$ cat src/hdl/tbp_pkg.sv
package tbp_pkg;

  // Field widths of the command and result transactions.
  localparam int OP_W       = 3;
  localparam int DIST_W     = 6;
  localparam int ROW_BITS_W = 32;
  localparam int ROW_NUM_W  = 5;

  // Depths of the command queue and the result queue.
  localparam int CMD_DEPTH = 4;
  localparam int OUT_DEPTH = 4;

  // Operation codes as they arrive on the command port.
  typedef enum logic [OP_W-1:0] {
    OP_PEN_UP     = 3'd0,
    OP_PEN_DOWN   = 3'd1,
    OP_TURN_RIGHT = 3'd2,
    OP_TURN_LEFT  = 3'd3,
    OP_MOVE       = 3'd4,
    OP_DUMP       = 3'd5
  } op_t;

  // Headings, clockwise from east.
  typedef enum logic [1:0] {
    HEAD_EAST  = 2'd0,
    HEAD_SOUTH = 2'd1,
    HEAD_WEST  = 2'd2,
    HEAD_NORTH = 2'd3
  } heading_t;

  // Classified command kinds passed from the front end to the engine.
  typedef enum logic [1:0] {
    CMD_PEN  = 2'd0,
    CMD_TURN = 2'd1,
    CMD_MOVE = 2'd2,
    CMD_DUMP = 2'd3
  } cmd_kind_t;

  // For CMD_PEN arg[0] is the new pen state, for CMD_TURN arg[0] set means left,
  // for CMD_MOVE arg is the nonzero distance.
  typedef struct packed {
    cmd_kind_t         kind;
    logic [DIST_W-1:0] arg;
  } cmd_t;

  // One emitted bitmap row.
  typedef struct packed {
    logic [ROW_BITS_W-1:0] row_bits;
    logic [ROW_NUM_W-1:0]  row_number;
    logic                  last_row;
  } out_item_t;

  // Engine states.
  typedef enum logic [1:0] {
    ST_IDLE = 2'd0,
    ST_LOAD = 2'd1,
    ST_WALK = 2'd2,
    ST_DUMP = 2'd3
  } eng_state_t;

endpackage

$ cat src/hdl/tbp_ram.sv
module tbp_ram #(
  parameter int WIDTH = 32,
  parameter int DEPTH = 32
) (
  input  logic                     clk,
  input  logic                     wr_en,
  input  logic [$clog2(DEPTH)-1:0] wr_addr,
  input  logic [WIDTH-1:0]         wr_data,
  input  logic                     rd_en,
  input  logic [$clog2(DEPTH)-1:0] rd_addr,
  output logic [WIDTH-1:0]         rd_data
);

  logic [WIDTH-1:0] mem [DEPTH];
  logic [WIDTH-1:0] rd_data_r;

  // One write port and one registered read port.
  always_ff @(posedge clk) begin
    if (wr_en) begin
      mem[wr_addr] <= wr_data;
    end
    if (rd_en) begin
      rd_data_r <= mem[rd_addr];
    end
  end

  assign rd_data = rd_data_r;

endmodule

$ cat src/hdl/tbp_fifo.sv
module tbp_fifo #(
  parameter int WIDTH = 8,
  parameter int DEPTH = 4
) (
  input  logic             clk,
  input  logic             rst_n,
  input  logic             wr_en,
  input  logic [WIDTH-1:0] wr_data,
  output logic             full,
  input  logic             rd_en,
  output logic [WIDTH-1:0] rd_data,
  output logic             empty
);

  localparam int AW = (DEPTH > 1) ? $clog2(DEPTH) : 1;
  localparam int CW = $clog2(DEPTH + 1);
  localparam logic [AW-1:0] PTR_LAST = AW'(DEPTH - 1);
  localparam logic [CW-1:0] CNT_FULL = CW'(DEPTH);

  logic [WIDTH-1:0] slot_r [DEPTH];
  logic [AW-1:0]    wr_ptr_r, wr_ptr_nxt;
  logic [AW-1:0]    rd_ptr_r, rd_ptr_nxt;
  logic [CW-1:0]    count_r, count_nxt;
  logic             do_wr, do_rd;

  assign full  = (count_r == CNT_FULL);
  assign empty = (count_r == '0);
  assign do_wr = wr_en && !full;
  assign do_rd = rd_en && !empty;

  // Pointer and occupancy update.
  always_comb begin
    wr_ptr_nxt = wr_ptr_r;
    rd_ptr_nxt = rd_ptr_r;
    count_nxt  = count_r;
    if (do_wr) begin
      wr_ptr_nxt = (wr_ptr_r == PTR_LAST) ? '0 : AW'(wr_ptr_r + 1'b1);
    end
    if (do_rd) begin
      rd_ptr_nxt = (rd_ptr_r == PTR_LAST) ? '0 : AW'(rd_ptr_r + 1'b1);
    end
    if (do_wr && !do_rd) begin
      count_nxt = CW'(count_r + 1'b1);
    end else if (do_rd && !do_wr) begin
      count_nxt = CW'(count_r - 1'b1);
    end
  end

  always_ff @(posedge clk) begin
    if (!rst_n) begin
      wr_ptr_r <= '0;
      rd_ptr_r <= '0;
      count_r  <= '0;
    end else begin
      wr_ptr_r <= wr_ptr_nxt;
      rd_ptr_r <= rd_ptr_nxt;
      count_r  <= count_nxt;
    end
  end

  // Storage needs no reset; the count guards it.
  always_ff @(posedge clk) begin
    if (do_wr) begin
      slot_r[wr_ptr_r] <= wr_data;
    end
  end

  assign rd_data = slot_r[rd_ptr_r];

endmodule

$ cat src/hdl/tbp_front.sv
module tbp_front import tbp_pkg::*; (
  input  logic              clk,
  input  logic              rst_n,
  input  logic              in_push,
  input  logic [OP_W-1:0]   in_operation,
  input  logic [DIST_W-1:0] in_distance,
  output logic              in_full,
  input  logic              cmd_pop,
  output cmd_t              cmd,
  output logic              cmd_empty
);

  cmd_t                 cmd_dec;
  logic                 cmd_vld;
  logic                 q_full;
  logic [$bits(cmd_t)-1:0] q_rd_data;

  // Classify the incoming transaction. Unused codes and zero-length moves
  // change nothing, so they are accepted and dropped here.
  always_comb begin
    cmd_dec.kind = CMD_PEN;
    cmd_dec.arg  = '0;
    cmd_vld      = 1'b1;
    case (op_t'(in_operation))
      OP_PEN_UP: begin
        cmd_dec.kind = CMD_PEN;
      end
      OP_PEN_DOWN: begin
        cmd_dec.kind   = CMD_PEN;
        cmd_dec.arg[0] = 1'b1;
      end
      OP_TURN_RIGHT: begin
        cmd_dec.kind = CMD_TURN;
      end
      OP_TURN_LEFT: begin
        cmd_dec.kind   = CMD_TURN;
        cmd_dec.arg[0] = 1'b1;
      end
      OP_MOVE: begin
        cmd_dec.kind = CMD_MOVE;
        cmd_dec.arg  = in_distance;
        cmd_vld      = (in_distance != '0);
      end
      OP_DUMP: begin
        cmd_dec.kind = CMD_DUMP;
      end
      default: begin
        cmd_vld = 1'b0;
      end
    endcase
  end

  // Command queue toward the engine.
  tbp_fifo #(
    .WIDTH ($bits(cmd_t)),
    .DEPTH (CMD_DEPTH)
  ) u_cmd_q (
    .clk     (clk),
    .rst_n   (rst_n),
    .wr_en   (in_push && cmd_vld),
    .wr_data (cmd_dec),
    .full    (q_full),
    .rd_en   (cmd_pop),
    .rd_data (q_rd_data),
    .empty   (cmd_empty)
  );

  assign in_full = q_full;
  assign cmd     = cmd_t'(q_rd_data);

endmodule

$ cat src/hdl/tbp_back.sv
module tbp_back import tbp_pkg::*; #(
  parameter int GRID_ROWS = 32,
  parameter int GRID_COLS = 32
) (
  input  logic                         clk,
  input  logic                         rst_n,
  input  logic                         cmd_empty,
  input  cmd_t                         cmd,
  output logic                         cmd_pop,
  output logic                         ram_wr_en,
  output logic [$clog2(GRID_ROWS)-1:0] ram_wr_addr,
  output logic [GRID_COLS-1:0]         ram_wr_data,
  output logic                         ram_rd_en,
  output logic [$clog2(GRID_ROWS)-1:0] ram_rd_addr,
  input  logic [GRID_COLS-1:0]         ram_rd_data,
  output logic                         out_push,
  output out_item_t                    out_item,
  input  logic                         out_popped
);

  localparam int XW        = $clog2(GRID_COLS);
  localparam int YW        = $clog2(GRID_ROWS);
  localparam int DUMP_ROWS = (GRID_ROWS < 32) ? GRID_ROWS : 32;
  localparam int CW        = $clog2(OUT_DEPTH + 1);
  localparam logic [XW-1:0] X_MAX       = XW'(GRID_COLS - 1);
  localparam logic [YW-1:0] Y_MAX       = YW'(GRID_ROWS - 1);
  localparam logic [YW-1:0] DUMP_LAST   = YW'(DUMP_ROWS - 1);
  localparam logic [CW-1:0] CREDIT_FULL = CW'(OUT_DEPTH);

  eng_state_t           state_r, state_nxt;
  logic [XW-1:0]        pos_x_r, pos_x_nxt;
  logic [YW-1:0]        pos_y_r, pos_y_nxt;
  heading_t             heading_r, heading_nxt;
  logic                 pen_r, pen_nxt;
  logic [DIST_W-1:0]    rem_r, rem_nxt;
  logic [GRID_COLS-1:0] row_buf_r, row_buf_nxt;
  logic                 fresh_r, fresh_nxt;
  logic                 rd_vld_r, rd_vld_nxt;
  logic [GRID_ROWS-1:0] valid_r, valid_nxt;
  logic [YW-1:0]        dump_idx_r, dump_idx_nxt;
  logic                 pend_r;
  logic [ROW_NUM_W-1:0] pend_num_r;
  logic                 pend_last_r;
  logic [CW-1:0]        credit_r, credit_nxt;
  logic                 issue;
  logic                 row_moved;
  logic [GRID_COLS-1:0] rd_row, cur_row, row_new;

  // A row never written since reset reads as cleared.
  assign rd_row  = rd_vld_r ? ram_rd_data : '0;
  assign cur_row = fresh_r ? rd_row : row_buf_r;

  // Next state of the turtle engine.
  always_comb begin
    state_nxt    = state_r;
    pos_x_nxt    = pos_x_r;
    pos_y_nxt    = pos_y_r;
    heading_nxt  = heading_r;
    pen_nxt      = pen_r;
    rem_nxt      = rem_r;
    row_buf_nxt  = row_buf_r;
    fresh_nxt    = 1'b0;
    dump_idx_nxt = dump_idx_r;
    valid_nxt    = valid_r;
    cmd_pop      = 1'b0;
    ram_wr_en    = 1'b0;
    ram_rd_en    = 1'b0;
    ram_rd_addr  = pos_y_r;
    issue        = 1'b0;
    row_moved    = 1'b0;
    row_new      = cur_row;
    row_new[pos_x_r] = pen_r;

    case (state_r)
      ST_IDLE: begin
        if (!cmd_empty) begin
          cmd_pop = 1'b1;
          case (cmd.kind)
            CMD_PEN: begin
              pen_nxt = cmd.arg[0];
            end
            CMD_TURN: begin
              heading_nxt = cmd.arg[0] ? heading_t'(2'(heading_r + 2'd3))
                                       : heading_t'(2'(heading_r + 2'd1));
            end
            CMD_MOVE: begin
              rem_nxt   = cmd.arg;
              state_nxt = ST_LOAD;
            end
            CMD_DUMP: begin
              dump_idx_nxt = '0;
              state_nxt    = ST_DUMP;
            end
            default: begin
              state_nxt = ST_IDLE;
            end
          endcase
        end
      end

      // Fetch the row under the turtle.
      ST_LOAD: begin
        ram_rd_en = 1'b1;
        fresh_nxt = 1'b1;
        state_nxt = ST_WALK;
      end

      // Write the current cell, then step; the row is held locally while
      // the turtle stays on it and written back every cycle.
      ST_WALK: begin
        ram_wr_en          = 1'b1;
        row_buf_nxt        = row_new;
        valid_nxt[pos_y_r] = 1'b1;
        rem_nxt            = DIST_W'(rem_r - 1'b1);
        case (heading_r)
          HEAD_EAST: begin
            if (pos_x_r != X_MAX) pos_x_nxt = XW'(pos_x_r + 1'b1);
          end
          HEAD_SOUTH: begin
            if (pos_y_r != Y_MAX) begin
              pos_y_nxt = YW'(pos_y_r + 1'b1);
              row_moved = 1'b1;
            end
          end
          HEAD_WEST: begin
            if (pos_x_r != '0) pos_x_nxt = XW'(pos_x_r - 1'b1);
          end
          default: begin
            if (pos_y_r != '0) begin
              pos_y_nxt = YW'(pos_y_r - 1'b1);
              row_moved = 1'b1;
            end
          end
        endcase
        if (rem_r == DIST_W'(1)) begin
          state_nxt = ST_IDLE;
        end else if (row_moved) begin
          state_nxt = ST_LOAD;
        end
      end

      // Read one row per cycle while the result queue has room for it.
      ST_DUMP: begin
        if (credit_r != '0) begin
          issue        = 1'b1;
          ram_rd_en    = 1'b1;
          ram_rd_addr  = dump_idx_r;
          dump_idx_nxt = YW'(dump_idx_r + 1'b1);
          if (dump_idx_r == DUMP_LAST) begin
            state_nxt = ST_IDLE;
          end
        end
      end

      default: begin
        state_nxt = ST_IDLE;
      end
    endcase

    rd_vld_nxt = ram_rd_en ? valid_r[ram_rd_addr] : rd_vld_r;
    credit_nxt = CW'(credit_r - CW'(issue) + CW'(out_popped));
  end

  assign ram_wr_addr = pos_y_r;
  assign ram_wr_data = row_new;

  // The row read last cycle goes to the result queue.
  assign out_push            = pend_r;
  assign out_item.row_bits   = ROW_BITS_W'(rd_row);
  assign out_item.row_number = pend_num_r;
  assign out_item.last_row   = pend_last_r;

  // Control and turtle state.
  always_ff @(posedge clk) begin
    if (!rst_n) begin
      state_r    <= ST_IDLE;
      pos_x_r    <= '0;
      pos_y_r    <= '0;
      heading_r  <= HEAD_EAST;
      pen_r      <= 1'b0;
      rem_r      <= '0;
      fresh_r    <= 1'b0;
      rd_vld_r   <= 1'b0;
      valid_r    <= '0;
      dump_idx_r <= '0;
      pend_r     <= 1'b0;
      credit_r   <= CREDIT_FULL;
    end else begin
      state_r    <= state_nxt;
      pos_x_r    <= pos_x_nxt;
      pos_y_r    <= pos_y_nxt;
      heading_r  <= heading_nxt;
      pen_r      <= pen_nxt;
      rem_r      <= rem_nxt;
      fresh_r    <= fresh_nxt;
      rd_vld_r   <= rd_vld_nxt;
      valid_r    <= valid_nxt;
      dump_idx_r <= dump_idx_nxt;
      pend_r     <= issue;
      credit_r   <= credit_nxt;
    end
  end

  // Row data and the tags of the row in flight.
  always_ff @(posedge clk) begin
    row_buf_r <= row_buf_nxt;
    if (issue) begin
      pend_num_r  <= ROW_NUM_W'(dump_idx_r);
      pend_last_r <= (dump_idx_r == DUMP_LAST);
    end
  end

`ifndef ASSERT_OFF
  a_credit_bound: assert property (@(posedge clk) disable iff (!rst_n)
    credit_r <= CREDIT_FULL)
    else $error("result credit exceeds queue depth");

  a_issue_has_credit: assert property (@(posedge clk) disable iff (!rst_n)
    issue |-> credit_r != '0)
    else $error("row read issued without room in the result queue");

  a_no_rw_collide: assert property (@(posedge clk) disable iff (!rst_n)
    !(ram_wr_en && ram_rd_en))
    else $error("bitmap read and write in the same cycle");

  a_load_then_walk: assert property (@(posedge clk) disable iff (!rst_n)
    state_r == ST_LOAD |=> state_r == ST_WALK && fresh_r)
    else $error("row fetch not followed by a walk step");
`endif

endmodule

$ cat src/hdl/turtle_bitmap_plotter_top.sv
// Turtle plotter on a cleared one-bit bitmap of GRID_ROWS by GRID_COLS cells.
// Commands enter through a four-entry queue, one per cycle while in_full is
// low; unused operation codes and zero-length moves are taken and dropped.
// The engine behind the queue takes each command in its idle state, which is
// all a pen or turn command needs. A move of d cells starts with a row fetch,
// then takes one walk step per cell, with one more row fetch each time the
// turtle changes row before the move is done. A dump reads one row per cycle,
// while the result queue has room, from the bitmap RAM's single read port and
// delivers min(GRID_ROWS, 32) rows, the last one flagged; a stalled reader
// holds it back through a four-entry result queue. After reset the bitmap
// reads as cleared at once: each row carries a valid bit, so no clearing pass
// is needed.
module turtle_bitmap_plotter_top import tbp_pkg::*; #(
  parameter int GRID_ROWS = 32,
  parameter int GRID_COLS = 32
) (
  input  logic                  clk,
  input  logic                  rst_n,
  input  logic                  in_push,
  input  logic [OP_W-1:0]       in_operation,
  input  logic [DIST_W-1:0]     in_distance,
  output logic                  in_full,
  input  logic                  out_pop,
  output logic                  out_empty,
  output logic [ROW_BITS_W-1:0] out_row_bits,
  output logic [ROW_NUM_W-1:0]  out_row_number,
  output logic                  out_last_row
);

  localparam int YW = $clog2(GRID_ROWS);

  cmd_t                      cmd;
  logic                      cmd_empty;
  logic                      cmd_pop;
  logic                      ram_wr_en;
  logic [YW-1:0]             ram_wr_addr;
  logic [GRID_COLS-1:0]      ram_wr_data;
  logic                      ram_rd_en;
  logic [YW-1:0]             ram_rd_addr;
  logic [GRID_COLS-1:0]      ram_rd_data;
  logic                      out_push;
  out_item_t                 out_item;
  logic [$bits(out_item_t)-1:0] out_q_data;
  out_item_t                 out_head;
  logic                      out_popped;
  logic                      out_q_full;

  // Command intake and classification.
  tbp_front u_front (
    .clk          (clk),
    .rst_n        (rst_n),
    .in_push      (in_push),
    .in_operation (in_operation),
    .in_distance  (in_distance),
    .in_full      (in_full),
    .cmd_pop      (cmd_pop),
    .cmd          (cmd),
    .cmd_empty    (cmd_empty)
  );

  // Turtle engine.
  tbp_back #(
    .GRID_ROWS (GRID_ROWS),
    .GRID_COLS (GRID_COLS)
  ) u_back (
    .clk         (clk),
    .rst_n       (rst_n),
    .cmd_empty   (cmd_empty),
    .cmd         (cmd),
    .cmd_pop     (cmd_pop),
    .ram_wr_en   (ram_wr_en),
    .ram_wr_addr (ram_wr_addr),
    .ram_wr_data (ram_wr_data),
    .ram_rd_en   (ram_rd_en),
    .ram_rd_addr (ram_rd_addr),
    .ram_rd_data (ram_rd_data),
    .out_push    (out_push),
    .out_item    (out_item),
    .out_popped  (out_popped)
  );

  // Bitmap storage, one row per word.
  tbp_ram #(
    .WIDTH (GRID_COLS),
    .DEPTH (GRID_ROWS)
  ) u_bitmap (
    .clk     (clk),
    .wr_en   (ram_wr_en),
    .wr_addr (ram_wr_addr),
    .wr_data (ram_wr_data),
    .rd_en   (ram_rd_en),
    .rd_addr (ram_rd_addr),
    .rd_data (ram_rd_data)
  );

  // Result queue; the engine's credit count keeps it from overflowing.
  tbp_fifo #(
    .WIDTH ($bits(out_item_t)),
    .DEPTH (OUT_DEPTH)
  ) u_out_q (
    .clk     (clk),
    .rst_n   (rst_n),
    .wr_en   (out_push),
    .wr_data (out_item),
    .full    (out_q_full),
    .rd_en   (out_pop),
    .rd_data (out_q_data),
    .empty   (out_empty)
  );

  assign out_popped     = out_pop && !out_empty;
  assign out_head       = out_item_t'(out_q_data);
  assign out_row_bits   = out_head.row_bits;
  assign out_row_number = out_head.row_number;
  assign out_last_row   = out_head.last_row;

`ifndef ASSERT_OFF
  a_out_no_overflow: assert property (@(posedge clk) disable iff (!rst_n)
    out_push |-> !out_q_full)
    else $error("row pushed into a full result queue");
`endif

endmodule
$ cat config.mk
export PLATFORM = sky130hd
export DESIGN_NAME = turtle_bitmap_plotter_top
export DESIGN_NICKNAME = d
export VERILOG_FILES = /design/src/hdl/tbp_pkg.sv /design/src/hdl/tbp_ram.sv /design/src/hdl/tbp_fifo.sv /design/src/hdl/tbp_front.sv /design/src/hdl/tbp_back.sv /design/src/hdl/turtle_bitmap_plotter_top.sv
export SDC_FILE = /design/constraint.sdc
export NUM_CORES = 2
export LEC_CHECK = 0
export CAP_MARGIN = 20
export CORE_MARGIN = 1.5
export CORE_UTILIZATION = 55
export DETAILED_ROUTE_END_ITERATION = 10
export DONT_BUFFER_PORTS = 1
export PLACE_DENSITY = 0.74
export SLEW_MARGIN = 10
export SYNTH_ARGS = -nofsm -noshare
export SYNTH_HDL_FRONTEND = slang
export SYNTH_SLANG_ARGS = --single-unit
$ cat constraint.sdc
create_clock -name clk -period 6.62 [get_ports clk]
set_clock_uncertainty 0.15 [all_clocks]
set_input_delay 0.331 -clock clk [delete_from_list [all_inputs] [get_ports clk]]
set_output_delay 0.331 -clock clk [all_outputs]
set_load 0.02 [all_outputs]
==> flow_metrics.py <==
metrics = {
    "final_layout": {
        "drive_gt1_frac": 0.121,
        "stdcell_area_um2": 61900,
        "stdcell_count": 4856,
        "nNetsFinal": 3491,
        "area_delta_synth_final_pct": 11.4,
        "finish.utilization": 0.618,
    },
    "synth": {
        "yosysUniqueCellTypes": 66,
        "synthTopCellsByArea": "edfxtp_1, mux2i_1, dfxtp_1, a211oi_1, mux4_2",
        "synth_seq_cells": 1360,
        "synth_top_area_cell": "edfxtp_1",
        "netlist_area_um2": 55600,
        "synth_cells": 3437,
        "synth-edff-count": 1278,
        "synth-seq-area-share": 0.720,
        "async_flop_share": 0,
        "synthFlopType": "edfxtp_1",
        "netlist.area_leader.share": 0.691,
        "syn_area_per_cell_um2": 16.2,
        "synth_nets": 3479,
        "yosys_warnings": 0,
    },
    "cts": {
        "cts_num_sinks": 1360,
        "post_cts_buffers": 0,
        "clk_path_buf_depth": 3,
        "path_clk_slew_ns": 0.06,
        "clk_latency_ns": 0.74,
        "cts_buffers": 137,
        "htreeDepth": 4,
        "cts.repair.resized": 0,
        "cts_tree": "done",
        "root_buffer": "clkbuf_16",
    },
    "timing": {
        "worstMarginPinSlew_ns": 1.17,
        "rsz0062_at_grt": "false",
        "fin_crit_ns": 4.45,
        "worst_slew_margin_rel": 0.217,
        "min_period_over_period": 0.672,
        "max_freq_mhz": 225,
        "finalHoldViolCount": 0,
        "setup_tns_ns": 0,
        "hold_slack_ns": 0.189,
        "drv_slew": 0,
        "worst_slack_ns": 2.17,
        "setup_violations": 0,
    },
    "critical_path": {
        "path_max_fanout": 22,
        "crit_chain": "o311ai_4 -> buf_4 -> mux2i_2 -> nor2_1 -> nand2_2 -> buf_4 -> o22ai_1 -> nor4_1",
        "slowest_delay_ns": 0.83,
        "start_kind": "register",
        "crit_path_frequent_cell": "buf_4",
        "end_kind": "register",
        "required_ns": 6.88,
        "worstReg2RegStart": "u_back.credit_r[1]",
        "startpoint": "u_back.credit_r[1]",
        "cp_slowest_cell": "nor4_1",
        "path_delay_family": "simple AND/OR/NAND/NOR gates",
        "path_buf_inv": 2,
        "regToRegSetupSlack_ns": 2.17,
        "criticalPathCategory": "reg -> reg",
        "cp.arrival_ns": 4.71,
    },
    "power": {
        "irDropWorstVdd_uv": 221,
        "power.total_mw": 20.8,
        "p_per_area_nw_per_um2": 336,
        "p_leak_nw": 21.3,
    },
    "placed_design": {
        "hpwl_um": 79200,
        "place_inst": 4591,
        "gp_congestion": 0.845,
        "dpl_cell_area_um2": 57400,
        "pre_cts_ws_ns": 2.31,
        "io_buffers": 0,
    },
    "drt": {
        "wire_per_inst_um": 27.9,
        "wl_um": 135000,
        "drt-initial-drc-count": 3906,
        "first_pass_iters": 5,
        "vias": 31300,
        "ant_nets": 0,
        "vias_per_cell": 6.44,
        "drc": 0,
    },
    "die": {
        "core_um2": 100000,
        "rows": 116,
        "die-area_um2": 103000,
        "start_util": 0.555,
        "ios": 53,
        "die_w_um": 321,
        "die_h_um": 321,
    },
    "worst_hold_path": {
        "holdCritPathClass": "in -> reg",
        "hold_start": "in_operation[2]",
    },
    "global_routing": {
        "grt_pass1_wl_um": 200000,
        "grt_max_degree": 97,
        "grt_pass1_vias": 30700,
        "grt_overflow": 0,
        "grt_use_total": 0.264,
        "antenna_found_initial": 5,
    },
    "outcome": {
        "status": "finished, final reports clean",
    },
    "flow_run": {
        "drv_cap": 0,
    },
}
worst paths after layout:
check                                end  depth (start not counted)
min          u_front.u_cmd_q.wr_ptr_r[1]                          4
max reg2reg          u_bitmap.rd_data[3]                          8
max                  u_bitmap.rd_data[3]                          8
min reg2reg            u_back.valid_r[9]                          1
worst min-delay path, stage by stage:
cell and delay [ns]:
o21ai_0 0.10, and3b_1 0.34, mux2i_1 0.17, nor2b_1 0.10
per-layer routing:
metal  up-vias  global-route usage  wire [um]
li1      13500                   -          -
met1     15800               0.365      53800
met2      1649               0.416      63200
met3       276              0.0584      13700
met4         6              0.0929       4410
met5         -                   0         37
power breakdown:
group / leakage [nW] / internal [mW] / total, mW / switching [mW]
combinational: 7.05 / 0.776 / 2.81 / 2.03
clock: 2.07 / 4.21 / 7.37 / 3.16
sequential: 12.2 / 10.3 / 10.6 / 0.289
total: 21.3 / 15.3 / 20.8 / 5.49
cell usage after synthesis, types with 10 or more instances:
library cell     n
mux4_2          46
xnor2_1         10
o21ai_0         35
o21a_1          33
a211oi_1       194
mux2i_1        538
nor4_1          26
nor2_1          84
inv_1          120
buf_6           18
buf_4           31
a311oi_1        97
ha_1            24
o22ai_1         32
clkbuf_1        93
dfxtp_1         82
buf_2           88
and2_1          61
nor2b_1         22
a221oi_1        99
nand3b_1        10
a21oi_1         30
nand2_1        259
edfxtp_1      1278
cell usage in the layout (no fill, tap or decap), drive strengths merged, types with 22 or more instances in the layout:
| cell | instances |
|---|---|
| nand2 | 260 |
| a211oi | 196 |
| clkbuf | 177 |
| dfxtp | 82 |
| nor2 | 84 |
| mux4 | 46 |
| ha | 24 |
| a311oi | 97 |
| buf | 96 |
| mux2i | 540 |
| clkinv | 55 |
| a21oi | 30 |
| o21a | 33 |
| edfxtp | 1278 |
| and2 | 61 |
| a221oi | 99 |
| nor4 | 33 |
| o22ai | 32 |
| inv | 124 |
| nor2b | 22 |
| o21ai | 35 |
sequential cells by signal (all words and copies together) (netlist names), 6 cells and up, named ones only:
name and flops:
u_out_q.slot_r 152, u_back.row_buf_r 32, u_bitmap.rd_data 32, u_back.valid_r 32
u_bitmap.mem 1024, u_back.rem_r 6, u_front.u_cmd_q.slot_r 32
cells by family after synthesis:
| kind of cell | count (synthesis) | share of synthesized area |
|---|---|---|
| compound gates | 558 | 0.0778 |
| simple gates | 529 | 0.0453 |
| fa+ha+maj | 29 | 0.00720 |
| buf+inv | 358 | 0.0307 |
| flops | 1360 | 0.720 |
| xor+xnor | 16 | 0.00252 |
| mux | 587 | 0.116 |
what timing repair did:
item / CTS / global route
hold buffers: 15 / 0
hold endpoints to repair: 114 / 0
endpoints found under the setup margin: 0 / 0
layout make-up:
cell class | count | area (um2)
inverter | 121 | 454
timing repair buffer | 110 | 1160
clock inverter | 69 | 572
fill | 7029 | 38200
multi-input combinational | 1719 | 14400
clock buffer | 177 | 3680
antenna | 2 | 5.00
tap | 1298 | 1620
sequential | 1360 | 40000
No activity file was read; power rests on OpenSTA's default activity.
